`config.mk`:
```
export PLATFORM = sky130hd
export DESIGN_NAME = rsnh_front
export DESIGN_NICKNAME = d
export VERILOG_FILES = /design/src/sv/ray_segment_nearest_hit_defines.svh /design/src/sv/rsnh_pkg.sv /design/src/sv/rsnh_front.sv
export SDC_FILE = /design/constraint.sdc
export NUM_CORES = 1
export LEC_CHECK = 0
export BUFFER_PORTS_ARGS = -buffer_cell sky130_fd_sc_hd__buf_2
export CAP_MARGIN = 0
export CORE_MARGIN = 4
export CORE_UTILIZATION = 40
export CTS_CLUSTER_SIZE = 14
export DETAILED_ROUTE_END_ITERATION = 10
export PLACE_DENSITY_LB_ADDON = 0.2
export SLEW_MARGIN = 30
export SYNTH_ARGS = -nofsm -noshare
export SYNTH_HDL_FRONTEND = slang
export SYNTH_SLANG_ARGS = --single-unit
```
`constraint.sdc`:
```
create_clock -name i_clk -period 17.4 [get_ports i_clk]
set_input_delay 0.87 -clock i_clk [delete_from_list [all_inputs] [get_ports i_clk]]
set_output_delay 0.87 -clock i_clk [all_outputs]
set_load 0.03 [all_outputs]
```
`src/sv/ray_segment_nearest_hit_defines.svh`:
```
// Assertion helpers used by the RTL file rsnh_back.sv.
`ifndef RAY_SEGMENT_NEAREST_HIT_DEFINES_SVH
`define RAY_SEGMENT_NEAREST_HIT_DEFINES_SVH

// Same-cycle implication.
`define RSNH_ASSERT_NOW(lbl, clk, rst_n, ante, cons, msg) \
    lbl: assert property (@(posedge clk) disable iff (!rst_n) (ante) |-> (cons)) \
        else $error(msg);

// Next-cycle implication.
`define RSNH_ASSERT_NEXT(lbl, clk, rst_n, ante, cons, msg) \
    lbl: assert property (@(posedge clk) disable iff (!rst_n) (ante) |=> (cons)) \
        else $error(msg);

`endif

```
`src/sv/rsnh_pkg.sv`:
```
`default_nettype none
package rsnh_pkg;

    localparam int MAX_WALLS_DEF = 64;
    localparam int FRAC_BITS_DEF = 12;

    localparam int COORD_W  = 24;
    localparam int TRIG_W   = 16;
    localparam int CORDIC_W = 34;
    localparam int CORDIC_STEPS = 20;
    localparam logic signed [CORDIC_W-1:0] CORDIC_X0 = 34'sd652032874;
    localparam int DIFF_W  = 25;
    localparam int DEN_W   = 41;
    localparam int CROSS_W = 50;
    localparam int NUM_W   = 64;
    localparam int SQ_W    = 52;
    localparam int Q_DEPTH = 2;

    typedef enum logic {
        OP_STORE = 1'b0,
        OP_CAST  = 1'b1
    } t_op;

    typedef enum logic [1:0] {
        CFG_PLAYER_X      = 2'd0,
        CFG_PLAYER_Y      = 2'd1,
        CFG_RENDER_RADIUS = 2'd2,
        CFG_WALL_COUNT    = 2'd3
    } t_cfg_idx;

    typedef struct packed {
        t_op                       op;
        logic [5:0]                slot;
        logic signed [COORD_W-1:0] ax;
        logic signed [COORD_W-1:0] ay;
        logic signed [COORD_W-1:0] bx;
        logic signed [COORD_W-1:0] by;
        logic signed [TRIG_W-1:0]  dir_c;
        logic signed [TRIG_W-1:0]  dir_s;
        logic                      upper;
    } t_job;

    typedef struct packed {
        logic full;
        logic empty;
    } t_q_status;

    typedef enum logic [1:0] {
        F_IDLE,
        F_ROT,
        F_PUSH
    } t_fstate;

    typedef enum logic [4:0] {
        B_IDLE,
        B_NEXT,
        B_READ,
        B_PROD,
        B_SUM,
        B_DTEST,
        B_DIVQ,
        B_MULC,
        B_STARTX,
        B_DIVX,
        B_STARTY,
        B_DIVY,
        B_POINT,
        B_CHECK,
        B_SQADD,
        B_SQRT,
        B_CMP,
        B_RESULT
    } t_bstate;

    // arctan(2^-i) in units of a 32-bit full turn
    function automatic logic [31:0] atan_step(input logic [4:0] idx);
        logic [31:0] v;
        case (idx)
            5'd0:  v = 32'd536870912;
            5'd1:  v = 32'd316933406;
            5'd2:  v = 32'd167458907;
            5'd3:  v = 32'd85004756;
            5'd4:  v = 32'd42667331;
            5'd5:  v = 32'd21354465;
            5'd6:  v = 32'd10679838;
            5'd7:  v = 32'd5340245;
            5'd8:  v = 32'd2670163;
            5'd9:  v = 32'd1335087;
            5'd10: v = 32'd667544;
            5'd11: v = 32'd333772;
            5'd12: v = 32'd166886;
            5'd13: v = 32'd83443;
            5'd14: v = 32'd41722;
            5'd15: v = 32'd20861;
            5'd16: v = 32'd10430;
            5'd17: v = 32'd5215;
            5'd18: v = 32'd2608;
            5'd19: v = 32'd1304;
            default: v = 32'd0;
        endcase
        return v;
    endfunction

    // Q4.30 -> Q2.14, round half up, clamp to +-1.0
    function automatic logic signed [TRIG_W-1:0] round_clamp(
        input logic signed [CORDIC_W-1:0] v
    );
        logic signed [CORDIC_W-1:0] r;
        logic signed [TRIG_W-1:0]   o;
        r = (v + 34'sd32768) >>> 16;
        if (r > 34'sd16384) begin
            o = 16'sd16384;
        end else if (r < -34'sd16384) begin
            o = -16'sd16384;
        end else begin
            o = r[TRIG_W-1:0];
        end
        return o;
    endfunction

endpackage
`default_nettype wire

```
`src/sv/rsnh_front.sv`:
```
`default_nettype none
// Front: takes items, makes the ray direction, queues jobs.
module rsnh_front (
    input  wire logic                                   i_clk,
    input  wire logic                                   i_rst_n,
    input  wire logic                                   i_start,
    output logic                                        o_busy,
    input  wire logic                                   i_operation,
    input  wire logic [5:0]                             i_wall_slot,
    input  wire logic signed [rsnh_pkg::COORD_W-1:0]    i_end_ax,
    input  wire logic signed [rsnh_pkg::COORD_W-1:0]    i_end_ay,
    input  wire logic signed [rsnh_pkg::COORD_W-1:0]    i_end_bx,
    input  wire logic signed [rsnh_pkg::COORD_W-1:0]    i_end_by,
    input  wire logic [15:0]                            i_ray_angle,
    input  wire rsnh_pkg::t_q_status                    i_q_status,
    output logic                                        o_push,
    output rsnh_pkg::t_job                              o_job
);
    localparam int CWD = rsnh_pkg::CORDIC_W;
    localparam logic signed [rsnh_pkg::TRIG_W-1:0] T_POS = 16'sd16384;
    localparam logic signed [rsnh_pkg::TRIG_W-1:0] T_NEG = -16'sd16384;

    rsnh_pkg::t_fstate r_state, n_state;
    rsnh_pkg::t_job    r_job;
    logic signed [CWD-1:0] r_x, r_y, r_z;
    logic [4:0]        r_i;
    logic              r_flip;

    logic              w_accept, w_special, w_direct, w_flip;
    logic [31:0]       w_phase;
    rsnh_pkg::t_job    w_in_job, w_rot_job;
    logic signed [CWD-1:0] w_xs, w_ys, w_atan;
    logic signed [rsnh_pkg::TRIG_W-1:0] w_c, w_s;

    assign w_accept  = i_start && !o_busy;
    assign w_special = (i_ray_angle[13:0] == 14'd0);
    assign w_direct  = (i_operation == rsnh_pkg::OP_STORE) || w_special;
    assign w_flip    = i_ray_angle[15] ^ i_ray_angle[14];
    assign w_phase   = {i_ray_angle, 16'h0000} + (w_flip ? 32'h8000_0000 : 32'h0);

    always_comb begin
        w_in_job.op    = rsnh_pkg::t_op'(i_operation);
        w_in_job.slot  = i_wall_slot;
        w_in_job.ax    = i_end_ax;
        w_in_job.ay    = i_end_ay;
        w_in_job.bx    = i_end_bx;
        w_in_job.by    = i_end_by;
        w_in_job.upper = ~i_ray_angle[15];
        w_in_job.dir_c = '0;
        w_in_job.dir_s = '0;
        case (i_ray_angle[15:14])
            2'd0: w_in_job.dir_c = T_POS;
            2'd1: w_in_job.dir_s = T_POS;
            2'd2: w_in_job.dir_c = T_NEG;
            2'd3: w_in_job.dir_s = T_NEG;
            default: w_in_job.dir_c = '0;
        endcase
    end

    assign w_xs   = r_x >>> r_i;
    assign w_ys   = r_y >>> r_i;
    assign w_atan = $signed({2'b00, rsnh_pkg::atan_step(r_i)});

    assign w_c = rsnh_pkg::round_clamp(r_x);
    assign w_s = rsnh_pkg::round_clamp(r_y);

    always_comb begin
        w_rot_job       = r_job;
        w_rot_job.dir_c = r_flip ? -w_c : w_c;
        w_rot_job.dir_s = r_flip ? -w_s : w_s;
    end

    // next state
    always_comb begin
        n_state = r_state;
        case (r_state)
            rsnh_pkg::F_IDLE: begin
                if (w_accept && !w_direct) n_state = rsnh_pkg::F_ROT;
            end
            rsnh_pkg::F_ROT: begin
                if (r_i == 5'(rsnh_pkg::CORDIC_STEPS - 1)) n_state = rsnh_pkg::F_PUSH;
            end
            rsnh_pkg::F_PUSH: begin
                if (!i_q_status.full) n_state = rsnh_pkg::F_IDLE;
            end
            default: n_state = rsnh_pkg::F_IDLE;
        endcase
    end

    // outputs
    always_comb begin
        o_push = 1'b0;
        o_job  = w_in_job;
        case (r_state)
            rsnh_pkg::F_IDLE: begin
                o_push = w_accept && w_direct;
            end
            rsnh_pkg::F_PUSH: begin
                o_push = !i_q_status.full;
                o_job  = w_rot_job;
            end
            default: o_push = 1'b0;
        endcase
    end

    assign o_busy = (r_state != rsnh_pkg::F_IDLE) || i_q_status.full;

    always_ff @(posedge i_clk) begin
        if (!i_rst_n) begin
            r_state <= rsnh_pkg::F_IDLE;
        end else begin
            r_state <= n_state;
        end
    end

    always_ff @(posedge i_clk) begin
        if (r_state == rsnh_pkg::F_IDLE && w_accept && !w_direct) begin
            r_job  <= w_in_job;
            r_x    <= rsnh_pkg::CORDIC_X0;
            r_y    <= '0;
            r_z    <= CWD'($signed(w_phase));
            r_i    <= '0;
            r_flip <= w_flip;
        end else if (r_state == rsnh_pkg::F_ROT) begin
            if (r_z >= 0) begin
                r_x <= r_x - w_ys;
                r_y <= r_y + w_xs;
                r_z <= r_z - w_atan;
            end else begin
                r_x <= r_x + w_ys;
                r_y <= r_y - w_xs;
                r_z <= r_z + w_atan;
            end
            r_i <= r_i + 1'b1;
        end
    end

endmodule
`default_nettype wire

```
Yosys cells after proc, flatten, opt, wreduce, memory -nomap -nowiden. Memories as Yosys holds them, arrays and structs flattened. A register that Yosys moved wholly into a read port is not among the register bits. Index checks and enable logic that the tools add are counted.

Register bits after elaboration: 214. Bits in latches: 0. RAM bits: 0. ROM bits: 960. Bits of input ports: 124. Output and inout port bits: 138. Logic and storage cells: 83. Memories: 1.

Memories: (name not given) (depth 32, width 30, read ports 1, clocked after memory_dff 1, wr ports 0, line rsnh_pkg.sv:78) `case (idx)`.

Add/subtract/negate cells: 12. $mul: 0. Div/mod/pow operators: 0. Order comparisons: 5. Equal/unequal tests: 9. Shifts and indexed selects: 2. Muxes and demuxes: 22. Bitwise operators: 3. Reduce and logical (&&, ||, !) cells: 16.

Operator list (number): two-way mux 34 bit (5); two-way mux 136 bit (1); two-way mux 16 bit (6); adder 34 x 17 -> 34 bit, second input constant (2); adder 34 bit (2); >>> shifter 34 x 5 -> 34 bit (2); subtractor 34 bit (2); case mux 16 bit (2 select lines) (2); > comparator 18 x 16 -> 1 bit, second input constant (2); < comparator 18 x 15 -> 1 bit, second input constant (2); adder 34 x 33 -> 34 bit (1); greater-or-equal comparator 34 x 1 -> 1 bit, second input constant (1); subtractor 34 x 33 -> 34 bit (1); adder 32 bit (1); two-way mux 32 bit (1); negation 16 bit (2); zero test 14 bit (1); two-way mux 5 bit (2); == test 2 bit, second input constant (3); two-way mux 2 bit (3); inequality test 2 bit, second input constant (3); case mux 2 bit (3 select lines) (1); adder 5 x 1 -> 5 bit, second input constant (1); == test 5 bit, second input constant (1); other kinds (10) (21).

Longest topological paths before layout. Gate-level depths: netlist of run 1.

Word-level depth: 7. Depth in mapped cells: 28. Gate-level depth less buffers: 23.

Worst setup path after synthesis of run 1. Ideal clock, no wire load.

Kind: flip-flop to flip-flop. From: register r_i[0]. To: register r_x[33]. Library setup time: 0.067 ns. Data arrival time: 5.633 ns. Data required time: 17.333 ns. Setup slack: 11.700 ns. Stages on the path, launching flop included: 26. Buffers on the path: 3. Period minus slack after synthesis: 5.700 ns. Cells stage by stage: dfxtp_1 > buf_4 > buf_4 > buf_4 > mux4_2 > a22o_1 > nor3_1 > ha_1 > nand3_1 > nand4b_1 > or4_4 > nor2b_1 > nor2b_1 > a21oi_1 > a31oi_1 > ha_1 > o21ai_0 > a21o_1 > o21bai_1 > a22oi_1 > o2111ai_1 > a31o_2 > a21oi_1 > xnor2_1 > or3_1 > a21oi_2.

Cells in the longest elaborated chain, start to end: 3. Elaborated cells between the ends (all ways): 4. Those cells by class: 2 x add/sub; 1 x shift; 1 x mux.

Ends and longest elaborated chain: from (decl) (line rsnh_front.sv:26) `logic [4:0] r_i;`; from (signal assigned) (line rsnh_front.sv:134) `r_i <= r_i + 1'b1;`; >>> shifter 34 x 5 -> 34 bit (*) (line rsnh_front.sv:61) `assign w_ys = r_y >>> r_i;`; adder 34 bit / subtractor 34 bit (equally long branches) (line rsnh_front.sv:130, rsnh_front.sv:126); two-way mux 34 bit (*) (line rsnh_front.sv:125) `if (r_z >= 0) begin`; to (signal assigned) (line rsnh_front.sv:119) `r_x <= rsnh_pkg::CORDIC_X0;`; to (signal assigned) (line rsnh_front.sv:126) `r_x <= r_x - w_ys;`; to (signal assigned) (line rsnh_front.sv:130) `r_x <= r_x + w_ys;`; to (decl) (line rsnh_front.sv:25) `logic signed [CWD-1:0] r_x, r_y, r_z;`.

Every way passes the cells marked *; elsewhere a longest branch is shown, timed or not. A chain may end at the register's enable or synchronous reset.

Worst setup path in the final report of run 1.
From: register r_i[1]. To: register r_x[33].

Same word-level chain as after synthesis.

==> results.sh, run 1 <==
export IMPL_placementRows=88
export IMPL_power_frac_comb_pct=71.9
export IMPL_grt_max_degree=91
export IMPL_fin_hold_ws_ps=449
export IMPL_min_period_ps=8090
export IMPL_fin_area_mm2=0.0262
export IMPL_finalCritPeriodShare_pct=46.5
export IMPL_ys_seq_area_share_pct=26.6
export IMPL_die_area_mm2=0.0630
export IMPL_worstSkewPairLatency_ps=610
export IMPL_syn_area_per_cell_um2=8.15
export IMPL_synthTopCellsByArea="edfxtp_1 (18%), nand2_1 (9.7%), dfxtp_1 (8.9%)"
export IMPL_min_path_type="in -> reg"
export IMPL_path_class="reg -> reg"
export IMPL_r2r_start="r_i[1]"
export IMPL_area_growth_syn_to_layout_pct=11.2
export IMPL_antenna_found_initial=2
export IMPL_cts_sinks=244
export IMPL_arrival_ps=8630
export IMPL_clk_path_buf_depth=3
export IMPL_pwr_share_seq_pct=18.2
export IMPL_grt_pass1_wl_mm=122
export IMPL_hold_viol=0
export IMPL_htreeDepth=1
export IMPL_ys_warn_count=0
export IMPL_drive_above_1_share_pct=16.8
export IMPL_required_ps=17940
export IMPL_worstHoldStart="i_end_ax[20]"
export IMPL_wl_per_cell_um=20.5
export IMPL_p_per_area_mw_per_mm2=240
export IMPL_final_nets=3267
export IMPL_synth_top_area_share_pct=17.7
export IMPL_p_sw_mw=3.18
export IMPL_viasPerCell=5.96
export IMPL_synth_top_area_cell="edfxtp_1"
export IMPL_rsz0062_at_grt="no"
export IMPL_post_cts_buffers=0
export IMPL_vias=22700
export IMPL_synth_edf_count=139
export IMPL_p_leak_nw=10.8
export IMPL_clock_fmax_ghz=0.124
export IMPL_die_h_um=251
export IMPL_drc=0
export IMPL_fillCellCount=5756
export IMPL_cts_root_buf="clkbuf_16"
export IMPL_synth_ff_type="edfxtp_1"
export IMPL_dpl_cell_area_mm2=0.0253
export IMPL_grt_total_usage_pct=23.6
export IMPL_start_util_pct=40.7
export IMPL_intPower_mw=3.12
export IMPL_drt_pass1_iterations=6
export IMPL_coreArea_mm2=0.0580
export IMPL_yosysMostFrequentCell="nand2_1"
export IMPL_clkPwrFrac_pct=9.9
export IMPL_ys_top_cells_by_count="nand2_1 (612), nor2_1 (186), o21ai_0 (176), a21oi_1 (175), edfxtp_1 (139)"
export IMPL_end_kind="flip-flop"
export IMPL_wl_mm=78.3
export IMPL_tightestPinTransition_ps=992
export IMPL_power_mw=6.30
export IMPL_die_w_um=251
export IMPL_status="complete, no violations"
export IMPL_cts_buffers_inserted=29
export IMPL_syn_area_mm2=0.0236
export IMPL_syn_inst=2896
export IMPL_pre_cts_ws_ps=9540
export IMPL_ys_types=95
export IMPL_dp_hpwl_mm=57.8
export IMPL_first_global_vias=21300
export IMPL_synth_seq_cells=244
export IMPL_path_clk_slew_ps=60
export IMPL_antenna_left=0
export IMPL_io_pins=262
export IMPL_worstPathMaxFanout=42
export IMPL_fin_setup_tns_ps=0
export IMPL_worst_setup_path_start_kind="flip-flop"
export IMPL_async_flop_share_pct=0
export IMPL_gp_congestion=0.951
export IMPL_ctsHoldBuffers=0
export IMPL_drt_initial_drc_count=2078
export IMPL_cts_tree="done"
export IMPL_slew_headroom_pct=33.9
export IMPL_cp_startpoint="r_i[1]"
export IMPL_port_buffers=260
export IMPL_overflow=0
export IMPL_synth_fp_nets=3141
export IMPL_worst_slack_ps=9310
export IMPL_setup_viol=0
export IMPL_drv_cap=0
export IMPL_clock_skew_ps=40.3
export IMPL_switching_share_pct=50.5
export IMPL_finalMaxSlewViolations=0
export IMPL_cts_resized=0
export IMPL_peakVddDrop_uv=93.3
==> cells by family (layout without fill, tap and decap cells) <==
kind of cell	Yosys count	in the layout	share of synthesized area [%]
buf+inv	254	403	4.59
mux	158	158	11.4
other cells	0	2	0
simple gates	1148	1148	21.8
compound gates	734	734	20.4
fa+ha+maj	121	121	6.51
xor+xnor	237	237	8.79
flops	244	244	26.6
==> placed cells by master, fill, tap and decap left out, drive strengths merged, types with 29 or more instances in the layout <==
cell    netlist  layout
nand2       612     612
buf          68     288
nor2        186     186
o21ai       183     183
a21oi       177     177
edfxtp      139     139
xnor2       134     134
ha          118     118
dfxtp       105     105
xor2        103     103
mux4         85      85
nand3        61      61
inv          58      61
nor3         56      56
a21o         50      50
mux2i        45      45
nand2b       41      41
o211ai       36      36
and3         36      36
clkbuf      125      30
o31ai        29      29
==> final timing paths <==
path | slack [ps] | end | depth (start not counted)
hold / removal | 450 | r_job[125] | 1
hold reg to reg | 490 | r_y[0] | 2
setup reg to reg | 9310 | r_x[33] | 22
setup / recovery | 9310 | r_x[33] | 22
==> final cells by class <==
type / count / area (µm²) / share of cell area (%)
Inverter: 61 / 234 / 0.891
Antenna cell: 2 / 5.00 / 0.0191
Clock inverter: 24 / 221 / 0.844
Sequential cell: 244 / 6290 / 24.0
Clock buffer: 30 / 729 / 2.78
Timing Repair Buffer: 288 / 1520 / 5.77
Tap cell: 765 / 957 / 3.65
Multi-Input combinational cell: 2398 / 16300 / 62.1
==> per-layer routing <==
metal	GRT usage [%]	vias to the layer above	wire [µm]
met2	39.0	900	36200
met5	0	-	0
li1	-	10800	-
met3	3.87	117	6010
met1	32.2	10900	33900
met4	6.26	0	2240
==> stage by stage <==
stage                     instances  utilization (%)
final                          3812             45.2
after global placement         3756             43.6
after CTS                      3810             45.2
after detailed placement       3756             43.6
after floorplan                2896                -
after global routing           3812             45.2
==> worst max-delay path, stage by stage, from the launching register on <==
cell       delay (ps)
dfxtp_4           660
buf_4             570
buf_4             590
mux4_2            640
mux2i_1           250
o22ai_1           120
nor3_1            550
and4_1            360
nand4_1           390
o21ai_0           380
xnor2_1           210
ha_1              360
a21oi_1           180
nand2_1            70
a221oi_1          610
nand3_1           390
a22oi_1           400
o2111ai_1         210
a31o_2            280
a21oi_1           160
xnor2_1           110
or3_1             330
a21oi_2           110
==> flip-flops by register name, indices dropped and copies added (netlist names) <==
| register | count |
|---|---|
| r_state | 2 |
| r_i | 5 |
| r_x | 34 |
| r_z | 34 |
| r_y | 34 |
| r_flip | 1 |
| w_atan | 30 |
| r_job | 104 |
==> power groups by stage <==
stage,Sequential (mW),Clock [mW],Combinational [mW]
after detailed placement,1.15,0,4.45
after floorplan,0.923,0,3.66
after CTS,1.14,0.640,4.48
after global routing,1.18,0.664,4.99
final,1.15,0.623,4.53
after global placement,1.13,0,4.37
No activity file was read; power rests on OpenSTA's default activity.
==> run 2, diff against run 1 <==
--- a/config.mk
+++ b/config.mk
@@ -5,6 +5,7 @@
 export SDC_FILE = /design/constraint.sdc
 export NUM_CORES = 1
 export LEC_CHECK = 0
+export ABC_AREA = 1
 export BUFFER_PORTS_ARGS = -buffer_cell sky130_fd_sc_hd__buf_2
 export CAP_MARGIN = 0
 export CORE_MARGIN = 4
==> constraint.sdc (replaced) <==
create_clock -name i_clk -period 7.3 [get_ports i_clk]
set_input_delay 0.365 -clock i_clk [delete_from_list [all_inputs] [get_ports i_clk]]
set_output_delay 0.365 -clock i_clk [all_outputs]
set_load 0.03 [all_outputs]
==> results.sh, run 2 <==
export IMPL_start_util_pct=40.6
export IMPL_highest_layer="met4"
export IMPL_drt_initial_drc_count=2079
export IMPL_antenna_found_initial=0
export IMPL_clk_path_buf_depth=3
export IMPL_final_nets=4237
export IMPL_die_h_um=251
export IMPL_fillCellCount=6044
export IMPL_finalCritPeriodShare_pct=75.4
export IMPL_min_path_type="in -> reg"
export IMPL_grt_total_usage_pct=23.3
export IMPL_synth_top_area_cell="nand2_1"
export IMPL_rsz0062_at_grt="no"
export IMPL_gp_congestion=0.929
export IMPL_required_ps=7800
export IMPL_placementRows=88
export IMPL_dpl_cell_area_mm2=0.0253
export IMPL_setup_viol=0
export IMPL_syn_inst=3727
export IMPL_placed_cells=4619
export IMPL_slew_headroom_pct=42.6
export IMPL_ys_types=63
export IMPL_dp_hpwl_mm=57.2
export IMPL_stdcell_count=4783
export IMPL_synthTopCellsByArea="nand2_1 (19%), edfxtp_1 (18%), nand3_1 (11%)"
export IMPL_area_growth_syn_to_layout_pct=16.5
export IMPL_fin_area_mm2=0.0274
export IMPL_crit_top_cell="nand2_1"
export IMPL_grt_pass1_wl_mm=122
export IMPL_peakVddDrop_uv=285
export IMPL_ys_seq_area_share_pct=26.7
export IMPL_fin_setup_tns_ps=0
export IMPL_path_clk_slew_ps=60
export IMPL_status="complete, no violations"
export IMPL_viasPerCell=5.24
export IMPL_post_cts_buffers=0
export IMPL_syn_area_per_cell_um2=6.31
export IMPL_path_class="reg -> reg"
export IMPL_path_buf_inv=3
export IMPL_first_global_vias=22700
export IMPL_cts_buffers_inserted=31
export IMPL_io_pins=262
export IMPL_hold_viol=0
export IMPL_layout_commonest_cell="nand2_1"
export IMPL_drv_cap=0
export IMPL_min_period_ps=5500
export IMPL_yosysMostFrequentCell="nand2_1"
export IMPL_wl_met2_mm=34.5
export IMPL_final_cell_mix="nand2_1 (1209), nand3_1 (506), nor2_1 (320)"
export IMPL_wl_mm=77.5
export IMPL_port_buffers=260
export IMPL_syn_area_mm2=0.0235
export IMPL_cts_sinks=244
export IMPL_clock_fmax_ghz=0.182
export IMPL_worstPathMaxFanout=40
export IMPL_synth_top_area_share_pct=19.3
export IMPL_drc=0
export IMPL_p_leak_nw=13.5
export IMPL_power_mw=15.5
export IMPL_cp_slowest_cell="inv_2"
export IMPL_arrival_ps=6000
export IMPL_ys_top_cells_by_count="nand2_1 (1209), nand3_1 (506), nor2_1 (322), inv_1 (308), a21oi_1 (175)"
export IMPL_cp_top_family="compound AO/OA/AOI/OAI gates"
export IMPL_finalMaxSlewViolations=0
export IMPL_worst_setup_path_start_kind="flip-flop"
export IMPL_antenna_left=0
export IMPL_end_kind="flip-flop"
export IMPL_drive_above_1_share_pct=11.3
export IMPL_wl_met3_mm=5.56
export IMPL_coreArea_mm2=0.0579
export IMPL_met1Wirelength_mm=34.7
export IMPL_synth_ff_type="edfxtp_1"
export IMPL_synth_edf_count=139
export IMPL_fin_hold_ws_ps=54.1
export IMPL_die_w_um=251
export IMPL_tightestPinTransition_ps=861
export IMPL_htreeDepth=1
export IMPL_synth_seq_cells=244
export IMPL_largest_register_ffs=104
export IMPL_wl_per_cell_um=16.2
export IMPL_synth_fp_nets=3972
export IMPL_cts_root_buf="clkbuf_16"
export IMPL_die_area_mm2=0.0628
export IMPL_critPathMaxStageDelay_ps=510
export IMPL_overflow=0
export IMPL_grt_max_degree=73
export IMPL_clock_skew_ps=35.5
export IMPL_ctsHoldBuffers=105
export IMPL_worstSkewPairLatency_ps=630
export IMPL_ys_warn_count=0
export IMPL_vias=25100
export IMPL_cts_tree="done"
export IMPL_p_per_area_mw_per_mm2=567
export IMPL_async_flop_share_pct=0
export IMPL_largest_register="r_job"
export IMPL_cts_resized=0
export IMPL_drt_pass1_iterations=5
-- run 2: kinds of logic (layout without fill, tap and decap cells) --
kind of cell	Yosys count	after routing	share of synthesized area (%)
AND/OR/NAND/NOR	2202	2202	39.9
flip-flops	244	244	26.7
AO/OA/AOI/OAI	513	513	12.6
buffers and inverters	491	781	8.43
XOR/XNOR	156	156	5.84
other	0	1	0
adder cells (fa/ha/maj)	121	121	6.53
-- run 2: per-layer routing --
metal  vias to the layer above  GRT usage [%]
met5                         -              0
met4                         0           7.56
met3                       138           3.46
met2                       909           38.3
met1                     11100           31.7
li1                      12900              -
-- run 2: worst paths after layout --
path	end	cells past startpoint	slack, ps	startpoint
setup / recovery	r_y[31]	27	1800	r_i[0]
hold / removal	r_z[16]	3	50	i_ray_angle[0]
setup reg to reg	r_y[31]	27	1800	r_i[0]
hold reg to reg	r_x[3]	2	550	r_x[3]
-- run 2: metrics by stage --
stage | util [%] | setup WS [ps]
2_1_floorplan | - | 2900
3_5_place_dp | 43.6 | 1930
5_1_grt | 47.3 | 1310
6_report | 47.3 | 1800
3_3_place_gp | 43.6 | 1970
4_1_cts | 47.3 | 1870
-- run 2: layout make-up --
cell class              instances  area [µm²]  share of cell area (%)
diodes                          1        2.50                 0.00913
clock buffers                  40         840                    3.06
clock inverters                18         231                   0.845
inverters                     335        1270                    4.63
multi-input cells            2992       15300                    55.8
flip-flops and latches        244        6280                    22.9
well taps                     765         957                    3.49
repair buffers                388        2520                    9.22
-- run 2: report_power, final --
part           internal, mW  switching (mW)  leakage, nW
Sequential             1.90           0.577         2.16
Clock                 0.985           0.650        0.523
Combinational          3.99            7.44         10.8
Total                  6.87            8.67         13.5
-- run 2: worst reg2reg max path: stages (launching register included) --
cell and delay (ps):
dfxtp_2 320, inv_2 510, buf_4 430, nand2_1 130, nand3_1 120, nand3_1 110, nand3_1 140, nand2_1 200
nand2_1 110, nand2_1 90, ha_1 230, nor2_1 130, xnor2_1 150, ha_1 310, a21oi_1 230, nand2_1 110
a21oi_1 320, o21ai_1 200, nand2_1 100, nand2_1 100, a21oi_1 360, o21ai_1 180, a21boi_0 370, o21ai_1 140
nand2_1 80, nand2_1 50, o21bai_1 130, inv_1 40
