`src/sv/ray_segment_nearest_hit_defines.svh`:
```
// Assertion helpers used by the RTL file rsnh_back.sv.
`ifndef RAY_SEGMENT_NEAREST_HIT_DEFINES_SVH
`define RAY_SEGMENT_NEAREST_HIT_DEFINES_SVH

// Same-cycle implication.
`define RSNH_ASSERT_NOW(lbl, clk, rst_n, ante, cons, msg) \
    lbl: assert property (@(posedge clk) disable iff (!rst_n) (ante) |-> (cons)) \
        else $error(msg);

// Next-cycle implication.
`define RSNH_ASSERT_NEXT(lbl, clk, rst_n, ante, cons, msg) \
    lbl: assert property (@(posedge clk) disable iff (!rst_n) (ante) |=> (cons)) \
        else $error(msg);

`endif

```
`src/sv/rsnh_pkg.sv`:
```
`default_nettype none
package rsnh_pkg;

    localparam int MAX_WALLS_DEF = 64;
    localparam int FRAC_BITS_DEF = 12;

    localparam int COORD_W  = 24;
    localparam int TRIG_W   = 16;
    localparam int CORDIC_W = 34;
    localparam int CORDIC_STEPS = 20;
    localparam logic signed [CORDIC_W-1:0] CORDIC_X0 = 34'sd652032874;
    localparam int DIFF_W  = 25;
    localparam int DEN_W   = 41;
    localparam int CROSS_W = 50;
    localparam int NUM_W   = 64;
    localparam int SQ_W    = 52;
    localparam int Q_DEPTH = 2;

    typedef enum logic {
        OP_STORE = 1'b0,
        OP_CAST  = 1'b1
    } t_op;

    typedef enum logic [1:0] {
        CFG_PLAYER_X      = 2'd0,
        CFG_PLAYER_Y      = 2'd1,
        CFG_RENDER_RADIUS = 2'd2,
        CFG_WALL_COUNT    = 2'd3
    } t_cfg_idx;

    typedef struct packed {
        t_op                       op;
        logic [5:0]                slot;
        logic signed [COORD_W-1:0] ax;
        logic signed [COORD_W-1:0] ay;
        logic signed [COORD_W-1:0] bx;
        logic signed [COORD_W-1:0] by;
        logic signed [TRIG_W-1:0]  dir_c;
        logic signed [TRIG_W-1:0]  dir_s;
        logic                      upper;
    } t_job;

    typedef struct packed {
        logic full;
        logic empty;
    } t_q_status;

    typedef enum logic [1:0] {
        F_IDLE,
        F_ROT,
        F_PUSH
    } t_fstate;

    typedef enum logic [4:0] {
        B_IDLE,
        B_NEXT,
        B_READ,
        B_PROD,
        B_SUM,
        B_DTEST,
        B_DIVQ,
        B_MULC,
        B_STARTX,
        B_DIVX,
        B_STARTY,
        B_DIVY,
        B_POINT,
        B_CHECK,
        B_SQADD,
        B_SQRT,
        B_CMP,
        B_RESULT
    } t_bstate;

    // arctan(2^-i) in units of a 32-bit full turn
    function automatic logic [31:0] atan_step(input logic [4:0] idx);
        logic [31:0] v;
        case (idx)
            5'd0:  v = 32'd536870912;
            5'd1:  v = 32'd316933406;
            5'd2:  v = 32'd167458907;
            5'd3:  v = 32'd85004756;
            5'd4:  v = 32'd42667331;
            5'd5:  v = 32'd21354465;
            5'd6:  v = 32'd10679838;
            5'd7:  v = 32'd5340245;
            5'd8:  v = 32'd2670163;
            5'd9:  v = 32'd1335087;
            5'd10: v = 32'd667544;
            5'd11: v = 32'd333772;
            5'd12: v = 32'd166886;
            5'd13: v = 32'd83443;
            5'd14: v = 32'd41722;
            5'd15: v = 32'd20861;
            5'd16: v = 32'd10430;
            5'd17: v = 32'd5215;
            5'd18: v = 32'd2608;
            5'd19: v = 32'd1304;
            default: v = 32'd0;
        endcase
        return v;
    endfunction

    // Q4.30 -> Q2.14, round half up, clamp to +-1.0
    function automatic logic signed [TRIG_W-1:0] round_clamp(
        input logic signed [CORDIC_W-1:0] v
    );
        logic signed [CORDIC_W-1:0] r;
        logic signed [TRIG_W-1:0]   o;
        r = (v + 34'sd32768) >>> 16;
        if (r > 34'sd16384) begin
            o = 16'sd16384;
        end else if (r < -34'sd16384) begin
            o = -16'sd16384;
        end else begin
            o = r[TRIG_W-1:0];
        end
        return o;
    endfunction

endpackage
`default_nettype wire

```
`src/sv/rsnh_queue.sv`:
```
`default_nettype none
// Two-word job queue between front and back.
module rsnh_queue (
    input  wire logic               i_clk,
    input  wire logic               i_rst_n,
    input  wire logic               i_push,
    input  wire rsnh_pkg::t_job     i_job,
    input  wire logic               i_pop,
    output rsnh_pkg::t_job          o_job,
    output rsnh_pkg::t_q_status     o_status
);
    localparam int QD  = rsnh_pkg::Q_DEPTH;
    localparam int QAW = (QD > 1) ? $clog2(QD) : 1;
    localparam int QCW = $clog2(QD + 1);

    rsnh_pkg::t_job r_mem [QD];
    logic [QAW-1:0] r_wp, r_rp;
    logic [QCW-1:0] r_cnt;

    always_ff @(posedge i_clk) begin
        if (!i_rst_n) begin
            r_wp  <= '0;
            r_rp  <= '0;
            r_cnt <= '0;
        end else begin
            if (i_push) begin
                r_wp <= (r_wp == QAW'(QD - 1)) ? '0 : r_wp + 1'b1;
            end
            if (i_pop) begin
                r_rp <= (r_rp == QAW'(QD - 1)) ? '0 : r_rp + 1'b1;
            end
            if (i_push && !i_pop) begin
                r_cnt <= r_cnt + 1'b1;
            end else if (i_pop && !i_push) begin
                r_cnt <= r_cnt - 1'b1;
            end
        end
    end

    always_ff @(posedge i_clk) begin
        if (i_push) begin
            r_mem[r_wp] <= i_job;
        end
    end

    assign o_job          = r_mem[r_rp];
    assign o_status.full  = (r_cnt == QCW'(QD));
    assign o_status.empty = (r_cnt == '0);

endmodule
`default_nettype wire

```
`config.mk`:
```
export PLATFORM = sky130hd
export DESIGN_NAME = rsnh_queue
export DESIGN_NICKNAME = d
export VERILOG_FILES = /design/src/sv/ray_segment_nearest_hit_defines.svh /design/src/sv/rsnh_pkg.sv /design/src/sv/rsnh_queue.sv
export SDC_FILE = /design/constraint.sdc
export NUM_CORES = 1
export LEC_CHECK = 0
export ABC_AREA = 1
export BUFFER_PORTS_ARGS = -buffer_cell sky130_fd_sc_hd__buf_2
export CAP_MARGIN = 0
export CORE_ASPECT_RATIO = 0.75
export CORE_MARGIN = 2
export CORE_UTILIZATION = 31
export DETAILED_ROUTE_END_ITERATION = 10
export PLACE_DENSITY = 0.59
export REMOVE_ABC_BUFFERS = 1
export SLEW_MARGIN = 25
export SYNTH_ARGS = -nofsm -noshare
export SYNTH_HDL_FRONTEND = slang
export SYNTH_SLANG_ARGS = --single-unit
```
`constraint.sdc`:
```
create_clock -name i_clk -period 9.9 [get_ports i_clk]
set_input_delay 1.98 -clock i_clk [delete_from_list [all_inputs] [get_ports i_clk]]
set_output_delay 1.98 -clock i_clk [all_outputs]
set_load 0.01 [all_outputs]
```
== Word level (Yosys, flattened, before mapping) ==
Memory sizes are Yosys's and may differ from the RTL's. A register that Yosys moved wholly into a read port is not among the register bits.
Cells that the tools add are included.

* Register bits: 4
* RAM bits: 272
* Input port bits: 140
* Output and inout port bits: 138
* Logic and storage cells: 23
* Memories kept: 1

* Add/subtract/negate cells: 4
* Equal/unequal tests: 1
* Mux-type cells: 8
* Reduce and logical (&&, ||, !) cells: 6

{| class="wikitable"
|+ Memories
! name !! depth !! width !! read ports !! clocked after Yosys merged registers in !! wr ports !! line !! RTL
|-
| r_mem || 2 || 136 || 1 || 1 || 1 || rsnh_queue.sv:16 || <nowiki>rsnh_pkg::t_job r_mem [QD];</nowiki>
|}

{| class="wikitable"
|+ Operators by type and width
! cell !! number
|-
| two-way mux 1 bit || 6
|-
| two-way mux 2 bit || 2
|-
| adder 1 bit, second input constant || 2
|-
| adder 2 x 1 -> 2 bit, second input constant || 1
|-
| == test 2 bit, second input constant || 1
|-
| logical AND 1 bit || 2
|-
| zero test 1 bit || 2
|-
| zero test 2 bit || 1
|-
| nonzero test 2 bit || 1
|-
| subtractor 2 x 1 -> 2 bit, second input constant || 1
|}

== Depth between registers and ports, before layout ==
Gate-level depths: netlist of the first run.

* Depth after elaboration: 4
* Gate-level depth with buffers: 8
* Depth with buffers taken out: 8

== Least setup slack after synthesis of the first run ==
Ideal clock, no wire load.

* Path type: input-to-reg
* From: in i_push
* To: mem r_mem[0][0] (netlist name) (enable)
* Setup time: 0.637 ns
* Data arrival time: 7.708 ns
* Data required time: 9.263 ns
* Slack: 1.556 ns
* Stages on the path: 2
* Path buffers: 0
* Cells stage by stage: inv_1 -> nor2_1

* Longest elaborated chain between the ends: 2

{| class="wikitable"
|+ RTL lines
! what !! line !! RTL
|-
| start: declaration || rsnh_queue.sv:6 || <nowiki>input wire logic i_push,</nowiki>
|-
| two-way mux 1 bit || rsnh_queue.sv:41 || <nowiki>if (i_push) begin</nowiki>
|-
| two-way mux 1 bit (implied by the code) || rsnh_queue.sv:42 || <nowiki>r_mem[r_wp] <= i_job;</nowiki>
|-
| end: declaration || rsnh_queue.sv:16 ||
|}

Every way passes these cells.

==> qor.csv, run 1 <==
stage;metric;value;unit
critical_path;critPathSlowestCell;buf_4;
job;drv_cap;0;
route;wirelength;20.3;mm
logic_synthesis;netlist_area;0.0102;mm²
sta;slew_violations;0;
logic_synthesis;synth.most_common_cell;edfxtp_1;
critical_path;rr_worst_depth;3;
cts;cts_buffers;29;
critical_path;slowest_delay;680;ps
route;wl_per_cell;16.7;µm
cts;cts_tree;done;
sta;max-slew-margin-rel;35.7;%
logic_synthesis;yosysWarnings;0;
logic_synthesis;ys_ff_latch;277;
logic_synthesis;synth.top_cell.area_share;80.2;%
cts;cts_hold_buffers;0;
route;avgViaCountPerCell;4.23;
floorplan;dieArea;0.0344;mm²
sta;final_hold_viol_count;0;
sta;final.min_clock_period;4400;ps
cts;clockRootBuffer;clkbuf_16;
critical_path;arrival;2420;ps
sta;skew;14.5;ps
floorplan;coreArea;0.0324;mm²
worst_hold_path;hold_path_startpoint;r_rp;
placed_design;place_ws;5470;ps
layout;fin_nets;897;
worst_hold_path;hp-class;flop to flop;
logic_synthesis;synth.area.top_cells;edfxtp_1 80%, mux2_2 11%, mux2_4 5.9%;
placed_design;dp_hpwl;12.9;mm
cts;htreeDepth;1;
route;firstDrtPassIters;4;
layout;utilization;40.1;%
grt;grt_usage;11.4;%
grt;grt_pass1_vias;5276;
critical_path;worst_r2r_startpoint;r_wp;
sta;min_period_over_period;44.4;%
logic_synthesis;syn_inst;458;
layout;multi_input_area;0.00179;mm²
floorplan;start_util;31.5;%
power_and_ir_drop;ir_worst_vdd;0.131;mV
power_and_ir_drop;p_total;2.66;mW
logic_synthesis;async_flop_share;0;%
critical_path;regToRegSetupSlack;7560;ps
route;first_iter_violations;235;
critical_path;r2r-end;r_mem[1][19];
sta;fmax;0.228;GHz
sta;timing.final.ws_setup;5500;ps
placed_design;finalWeightedCongestion;0.707;
layout;drive_gt1_share;59.5;%
placed_design;port_buffers;277;
floorplan;fp-row-count;57;
critical_path;critical_path_required;7920;ps
critical_path;worst_setup_path_start_kind;flop;
cts;cts.repair.resized;0;
placed_design;dpl-instance-area;0.0121;mm²
route;ant_nets;0;
critical_path;cp_cell_sequence;buf_4, mux2_2, buf_2;
layout;num-fill-cells;3017;
cts;cts_buffer_depth;3;
run_status;status;complete, no violations;
worst_hold_path;hold_path_depth;2;
layout;area_delta_synth_final;27.5;%
logic_synthesis;synth_flop_cell;edfxtp_1;
cts;clock_sinks;277;
power_and_ir_drop;power_leakage;4.90;nW
floorplan;die_h;161;µm
floorplan;io_pins;278;
cts;clk_latency;550;ps
logic_synthesis;synth_largest_area_cell;edfxtp_1;
logic_synthesis;avgSynthCellArea;22.2;µm²
sta;fin_tns_setup;0;ps
sta;finalSetupViolCount;0;
critical_path;worstSetupPathType;flop to output pin;
route;vias;5156;
logic_synthesis;synth_cell_types;14;
sta;rsz0062_at_grt;false;
grt;gr-total-overflow;0;
logic_synthesis;synth_common_cells;272 x edfxtp_1, 96 x mux2_2, 40 x mux2_4;
layout;finalInstanceArea;0.0130;mm²
logic_synthesis;ys_seq_area_share;81.1;%
sta;worst_slew_pin_slew;965;ps
floorplan;die_w;213;µm
grt;antenna_found_initial;5;
logic_synthesis;synth_edf_count;272;
power_and_ir_drop;p_per_area;205;mW/mm²
grt;grt_pass1_wl;30.0;mm
route;drc;0;
critical_path;cp_max_fo;48;
layout;seqCellArea;0.00827;mm²
cts;post_cts.repair.setup_buffers;0;
critical_path;cp-end-kind;output pin;
cts;clk_pin_slew;60;ps
grt;grt_max_degree;73;
==> metrics by stage <==
step	hold slack (ps)	instances
finish	498	1219
global route	542	1218
CTS	505	1218
detailed placement	490	1167
global placement	478	1167
floorplan	463	443
==> report_power, final <==
part | leakage, nW | switching [mW] | internal, mW | total (mW)
clock | 0.439 | 0.430 | 0.611 | 1.04
combinational | 1.87 | 0.128 | 0.114 | 0.242
sequential | 2.60 | 0.0154 | 1.36 | 1.37
==> layout by cell type (no fill, tap or decap), drive strengths merged, types with 3 or more instances in the layout <==
cell	count
clkinv	11
dfxtp	5
nand2	8
inv	9
edfxtp	272
clkinvlp	3
nor2	9
mux2	136
clkbuf	33
buf	282
bufinv	3
==> kinds of logic after synthesis <==
kind of cell | count (synthesis) | share of synthesized area [%]
multiplexers | 136 | 16.5
adder cells (fa/ha/maj) | 1 | 0.123
flip-flops | 277 | 81.1
AO/OA/AOI/OAI | 2 | 0.0981
buffers and inverters | 23 | 1.40
AND/OR/NAND/NOR | 19 | 0.737
==> how the worst max path moves through the flow <==
stage	depth (start not counted)	start	slack [ps]	to
2_1_floorplan	2	i_push	1560	r_mem[0][0]
3_3_place_gp	5	i_push	5460	r_mem[0][19]
3_5_place_dp	5	i_push	5470	r_mem[0][113]
4_1_cts	3	flop	5220	o_job[42]
5_1_grt	3	flop	5350	o_job[47]
6_report	3	flop	5500	o_job[47]
==> routing by layer <==
layer	up-vias	track usage (%)	wire (µm)
met4	4	3.13	568
li1	2405	-	-
met3	43	4.78	1830
met1	2528	15.0	8890
met2	176	17.5	9020
met5	-	0	27
==> critical path: cells and delay by family, from the launching register on <==
family,cells,cell delay (ps)
muxes,1,420
DFF,1,540
buffers and inverters,2,820
==> cell type report <==
cell class,count,share of cell area (%)
tap,442,4.26
multi-input combinational,158,13.8
clock inverter,18,1.33
clock buffer,33,5.70
sequential,277,63.7
timing repair buffer,282,11.0
inverter,8,0.270
antenna,1,0.0193
==> flip-flops by register name, summed over array words and instances (netlist names), named ones only <==
name	count
r_mem	272
r_rp	1
r_wp	1
r_cnt	2
Note: power is estimated with default switching activity, not from simulation.
==> run 2: changes to the inputs <==
ABC_AREA = 0   (was 1)
clock period = 4.6 ns   (was 9.9 ns; I/O delays follow)
==> run 2 against run 1 <==
  * Sequential cell count did not move
  * Worst setup slack got worse by 4200 ps
  * Total power increased by 110%
  * Die area barely moved
  * Register-to-register slack worse by 4600 ps
  * Sequential share of layout area is 0.13 points higher
  * First-iteration DRC count decreased by 6.0%
  * Combinational power up 140%
  * Largest power group unchanged
==> qor.csv, run 2 <==
stage;metric;value;unit;change
run_status;status;complete, no violations;;
logic_synthesis;syn_inst;445;;-2.8%
logic_synthesis;synth_edf_count;272;;unchanged
logic_synthesis;avgSynthCellArea;22.9;µm²;+2.8%
logic_synthesis;synth_compound_area_share;0.197;%;+0.098 points
placed_design;dp_hpwl;13.2;mm;+1.7%
sta;timing.final.ws_setup;1350;ps;-4150 ps
sta;slew_violations;0;;unchanged
route;wl_met2;9.33;mm;+3.5%
placed_design;dpl-instance-area;0.0121;mm²;+0.29%
cts;htreeDepth;1;;unchanged
job;drv_cap;0;;unchanged
layout;final_cells;1211;;-0.66%
floorplan;coreArea;0.0324;mm²;unchanged
sta;fmax;0.308;GHz;
layout;multi_input_area;0.00181;mm²;+1.1%
sta;max-slew-margin-rel;51.0;%;+15 points
cts;clock_sinks;277;;unchanged
floorplan;start_util;31.4;%;about the same
worst_hold_path;hold_path_depth;2;;unchanged
route;firstDrtPassIters;4;;unchanged
placed_design;port_buffers;277;;unchanged
floorplan;die_h;161;µm;about the same
critical_path;cp_cell_sequence;buf_4, mux2_2, buf_2;;
sta;rsz0062_at_grt;false;;
cts;cts_buffer_depth;3;;unchanged
sta;skew;26.3;ps;+11.8 ps
critical_path;critPathBufInv;2;;unchanged
floorplan;io_pins;278;;unchanged
critical_path;critPathSlowestCell;dfxtp_4;;
sta;min_period_over_period;70.6;%;
logic_synthesis;synth_mux_area_share;16.5;%;about the same
layout;drive_gt1_share;60.1;%;+0.57 points
critical_path;cp_max_fo;38;;-21%
placed_design;place_inst;1157;;-0.86%
sta;worst_slew_pin_slew;735;ps;-230 ps
route;avgViaCountPerCell;4.22;;-0.22%
grt;gr-total-overflow;0;;unchanged
layout;utilization;40.0;%;-0.081 points
grt;grt_pass1_vias;5256;;-0.38%
grt;grt_pass1_wl;30.0;mm;about the same
cts;post_cts.repair.setup_buffers;0;;unchanged
layout;area_delta_synth_final;27.4;%;
logic_synthesis;synth.most_common_cell;edfxtp_1;;
critical_path;rr_worst_depth;2;;-1
sta;final.min_clock_period;3250;ps;
logic_synthesis;ys_ff_latch;277;;unchanged
power_and_ir_drop;p_per_area;437;mW/mm²;+110%
layout;mostFrequentLayoutCell;buf_2;;
logic_synthesis;yosys.area_share.simple;0.541;%;-0.20 points
logic_synthesis;synth-xor-area-share;0.258;%;+0.26 points
floorplan;dieArea;0.0343;mm²;about the same
layout;reg_top3;r_mem (272), r_cnt (2);;
logic_synthesis;yosysWarnings;0;;unchanged
cts;clk_latency;560;ps;about the same
cts;cts_tree;done;;
logic_synthesis;netlist_area;0.0102;mm²;about the same
worst_hold_path;hold_path_startpoint;r_cnt[1];;
critical_path;worst_r2r_startpoint;r_wp;;
logic_synthesis;synth_common_cells;272 x edfxtp_1, 96 x mux2_2, 40 x mux2_4;;
critical_path;worst_setup_path_start_kind;flop;;
cts;cts_buffers;29;;unchanged
layout;seqCellArea;0.00827;mm²;unchanged
critical_path;worstSetupPathType;flop to output pin;;
route;drc;0;;unchanged
logic_synthesis;synth_flop_cell;edfxtp_1;;
floorplan;fp-row-count;57;;unchanged
layout;finalInstanceArea;0.0130;mm²;-0.20%
layout;num-fill-cells;3015;;-0.066%
route;wl_per_cell;16.8;µm;+0.77%
logic_synthesis;synth_largest_area_cell;edfxtp_1;;
power_and_ir_drop;power_leakage;4.87;nW;-0.68%
floorplan;die_w;213;µm;about the same
logic_synthesis;async_flop_share;0;%;unchanged
route;wl_met3;2.07;mm;+14%
worst_hold_path;hp-class;flop to flop;;
logic_synthesis;synth.area.top_cells;edfxtp_1 80%, mux2_2 11%, mux2_4 5.9%;;
layout;fin_nets;887;;-1.1%
cts;cts.repair.resized;0;;unchanged
route;wirelength;20.4;mm;+0.11%
placed_design;place_ws;1880;ps;-3590 ps
power_and_ir_drop;p_total;5.67;mW;+110%
power_and_ir_drop;ir_worst_vdd;0.316;mV;+140%
route;ant_nets;0;;unchanged
logic_synthesis;ys_seq_area_share;81.2;%;about the same
critical_path;arrival;2330;ps;-90 ps
layout;final_cell_mix;277 x buf_2, 272 x edfxtp_1, 96 x mux2_2;;
sta;finalSetupViolCount;0;;unchanged
route;first_iter_violations;221;;-6.0%
logic_synthesis;yosys.area_share.adder;0.123;%;about the same
route;vias;5111;;-0.87%
route;m1WireLength;8.48;mm;-4.7%
route;top_layer_used;met5;;
layout;largest_reg_flops;272;;unchanged
cts;clk_pin_slew;60;ps;about the same
logic_synthesis;synth.top_cell.area_share;80.2;%;about the same
cts;cts_hold_buffers;0;;unchanged
critical_path;slowest_delay;700;ps;+20 ps
logic_synthesis;synth_top_family_by_area;multiplexers;;
cts;clockRootBuffer;clkbuf_16;;
grt;grt_max_degree;88;;+21%
critical_path;cp-end-kind;output pin;;
sta;final_hold_viol_count;0;;unchanged
logic_synthesis;synth_cell_types;18;;+4
critical_path;critical_path_required;3680;ps;-4240 ps
critical_path;cp.depth;3;;unchanged
layout;top_register;r_mem;;
critical_path;cp_top_family;flip-flops;;
placed_design;finalWeightedCongestion;0.690;;-2.5%
grt;grt_usage;11.4;%;about the same
grt;antenna_found_initial;3;;-2
-- run 2: cell families after synthesis --
| family | after synthesis |
|---|---|
| flip-flops | 277 |
| buffers and inverters | 16 |
| multiplexers | 136 |
| AND/OR/NAND/NOR | 9 |
| AO/OA/AOI/OAI | 3 |
| XOR/XNOR | 3 |
| adder cells (fa/ha/maj) | 1 |
-- run 2: area by class of cell --
| class | count | share of cell area [%] |
|---|---|---|
| flip-flops and latches | 277 | 63.8 |
| well taps | 442 | 4.26 |
| clock inverters | 15 | 0.782 |
| diodes | 2 | 0.0386 |
| clock buffers | 37 | 5.83 |
| multi-input cells | 152 | 13.9 |
| repair buffers | 285 | 11.3 |
| inverters | 1 | 0.0289 |
-- run 2: final timing paths --
path / endpoint / slack, ps
worst max-delay path: o_job[125] / 1350
worst min-delay path: r_cnt[1] / 520
worst min register to register: r_cnt[1] / 520
worst max register to register: r_mem[1][88] / 2910
-- run 2: tightest hold or removal path: cells and delay by family (launching register included) --
kind,cells,cell delay (ps)
DFF,1,330
AOI/OAI and AO/OA,2,140
-- run 2: stage by stage --
| step | TNS, ps | hold slack, ps |
|---|---|---|
| floorplan | -495060 | 474 |
| global placement | 0 | 499 |
| detailed placement | 0 | 520 |
| CTS | 0 | 497 |
| global route | 0 | 502 |
| finish | 0 | 522 |
-- run 2: layer usage --
layer / track usage (%) / vias to the layer above
met5: 0 / -
met4: 3.25 / 2
met3: 5.22 / 34
met2: 17.8 / 167
met1: 14.4 / 2528
li1: - / 2380
-- run 2: where the power goes --
| part | internal, mW | switching (mW) | leakage, nW |
|---|---|---|---|
| clock network | 1.21 | 0.925 | 0.416 |
| registers | 2.92 | 0.0423 | 2.59 |
| logic | 0.285 | 0.291 | 1.86 |
| total | 4.41 | 1.26 | 4.87 |
==> run 3: changes to the inputs <==
PLACE_DENSITY = 0.61   (was 0.59)
clock period = 2.7 ns   (was 4.6 ns; I/O delays follow)
==> run 3 against run 2 <==
  * Combinational power increased by 77%
  * Sequential cell count unchanged
  * Count of clock-buffer cells in the layout increased by 6
  * Die area unchanged
  * Sequential share of layout area decreased by 0.62 points
  * Critical path type unchanged
==> qor.csv, run 3 (synthesis gave the netlist of run 2 again) <==
stage;metric;value;unit;change
route;ant_nets;0;;unchanged
cts;cts_tree;done;;
route;first_iter_violations;220;;-0.45%
power_and_ir_drop;seqPwrFrac;52.0;%;-0.2 points
floorplan;io_pins;278;;unchanged
critical_path;worstSetupPathType;flop to output pin;;
route;drc;0;;unchanged
layout;fin_nets;893;;+0.68%
placed_design;place_inst;1164;;+0.61%
cts;cts_buffer_depth;3;;unchanged
layout;final_cells;1217;;+0.50%
critical_path;worst_setup_path_start_kind;flop;;
grt;grt_pass1_vias;5464;;+4.0%
layout;area_delta_synth_final;28.6;%;
cts;cts_buffers;28;;-3.4%
sta;timing.final.ws_setup;274;ps;-1080 ps
cts;post_cts.repair.setup_buffers;0;;unchanged
layout;largest_reg_flops;272;;unchanged
route;wl_met3;1.71;mm;-17%
placed_design;place_ws;801;ps;-1080 ps
grt;grt_pass1_wl;30.4;mm;+1.5%
sta;fin_tns_setup;0;ps;unchanged
layout;drive_gt1_share;60.6;%;+0.52 points
sta;fmax;0.412;GHz;
worst_hold_path;hp-class;primary input to flop;;
layout;reg_top3;r_mem (272), r_cnt (2);;
cts;cts.repair.resized;0;;unchanged
sta;final.min_clock_period;2430;ps;
sta;worst_slew_pin_slew;540;ps;-196 ps
placed_design;dpl-instance-area;0.0122;mm²;+0.95%
power_and_ir_drop;p_per_area;739;mW/mm²;+69%
layout;mostFrequentLayoutCell;buf_2;;
power_and_ir_drop;p_clk_share;37.4;%;-0.2 points
cts;clockRootBuffer;clkbuf_16;;
power_and_ir_drop;ir_worst_vdd;0.596;mV;+89%
sta;slew_violations;0;;unchanged
route;wl_met2;9.39;mm;+0.62%
floorplan;die_w;213;µm;unchanged
critical_path;cp-end-kind;output pin;;
sta;hold_ws;182;ps;-340 ps
power_and_ir_drop;netSwitchingFraction;21.6;%;-0.61 points
sta;rsz0062_at_grt;false;;
critical_path;critical_path_required;2160;ps;-1520 ps
floorplan;start_util;31.4;%;unchanged
route;top_layer_used;met4;;
grt;grt_max_degree;74;;-16%
sta;final_hold_viol_count;0;;unchanged
power_and_ir_drop;power_leakage;4.94;nW;+1.3%
sta;finalSetupViolCount;0;;unchanged
placed_design;port_buffers;277;;unchanged
run_status;status;complete, no violations;;
cts;clk_pin_slew;60;ps;about the same
route;wl_per_cell;16.9;µm;+0.27%
power_and_ir_drop;p_int;7.59;mW;+72%
route;avgViaCountPerCell;4.23;;+0.17%
floorplan;fp-row-count;57;;unchanged
cts;clock_sinks;277;;unchanged
placed_design;dp_hpwl;13.6;mm;+3.2%
sta;min_period_over_period;89.9;%;
layout;final_cell_mix;277 x buf_2, 272 x edfxtp_1, 96 x mux2_2;;
cts;cts_hold_buffers;0;;unchanged
sta;skew;7.16;ps;-19.1 ps
grt;grt_usage;11.5;%;+0.097 points
route;wirelength;20.5;mm;+0.77%
critical_path;arrival;1890;ps;-440 ps
power_and_ir_drop;power_frac_comb;10.6;%;+0.4 points
cts;htreeDepth;1;;unchanged
critical_path;cp_max_fo;55;;+45%
floorplan;die_h;161;µm;unchanged
layout;finalInstanceArea;0.0131;mm²;+0.98%
route;m1WireLength;8.70;mm;+2.6%
route;firstDrtPassIters;4;;unchanged
floorplan;dieArea;0.0343;mm²;unchanged
grt;gr-total-overflow;0;;unchanged
route;vias;5145;;+0.67%
layout;top_register;r_mem;;
sta;max-slew-margin-rel;64.0;%;+13 points
power_and_ir_drop;switching_power;2.09;mW;+66%
grt;antenna_found_initial;3;;unchanged
placed_design;finalWeightedCongestion;0.717;;+3.9%
job;drv_cap;0;;unchanged
layout;num-fill-cells;2996;;-0.63%
floorplan;coreArea;0.0324;mm²;unchanged
cts;clk_latency;540;ps;-20 ps
==> run 3: worst max-delay path, stage by stage, from the launching register on <==
cell and delay (ps):
dfxtp_4 450, buf_12 280, mux2_2 390, buf_2 140
==> run 3: layout make-up <==
| cell class | instances | area (µm²) | area share [%] |
|---|---|---|---|
| sequential | 277 | 8270 | 63.2 |
| multi-input combinational | 152 | 1810 | 13.8 |
| timing repair buffer | 292 | 1590 | 12.1 |
| clock buffer | 43 | 838 | 6.40 |
| tap | 442 | 553 | 4.22 |
| clock inverter | 7 | 28.8 | 0.220 |
| antenna | 3 | 7.51 | 0.0573 |
| inverter | 1 | 3.75 | 0.0287 |
==> run 3: path summary, 6_finish.rpt <==
| path | from | endpoint | slack, ps | cells after the start |
|---|---|---|---|---|
| max reg2reg | r_wp | r_mem[1][63] | 1140 | 2 |
| min | i_job[81] | r_mem[0][81] | 180 | 1 |
| min reg2reg | r_cnt[1] | r_cnt[1] | 540 | 2 |
| max | flop | o_job[63] | 270 | 3 |
==> run 3: layer usage <==
| layer | global-route usage (%) | vias up |
|---|---|---|
| li1 | - | 2384 |
| met4 | 3.88 | 0 |
| met3 | 4.32 | 46 |
| met2 | 18.2 | 176 |
| met5 | 0 | - |
| met1 | 14.6 | 2539 |
==> run 3: stage by stage <==
step,util [%],power (mW)
after floorplan,-,5.76
after global placement,37.7,6.15
after detailed placement,37.7,6.17
after CTS,40.4,9.85
after global routing,40.4,10.1
final,40.4,9.68
==> run 3: power by group through the flow <==
stage	clock network, mW	registers (mW)	logic (mW)
after detailed placement	0	5.12	1.05
after global routing	3.92	5.05	1.11
after global placement	0	5.11	1.03
after CTS	3.77	5.03	1.05
after floorplan	0	5.20	0.558
final	3.62	5.03	1.02
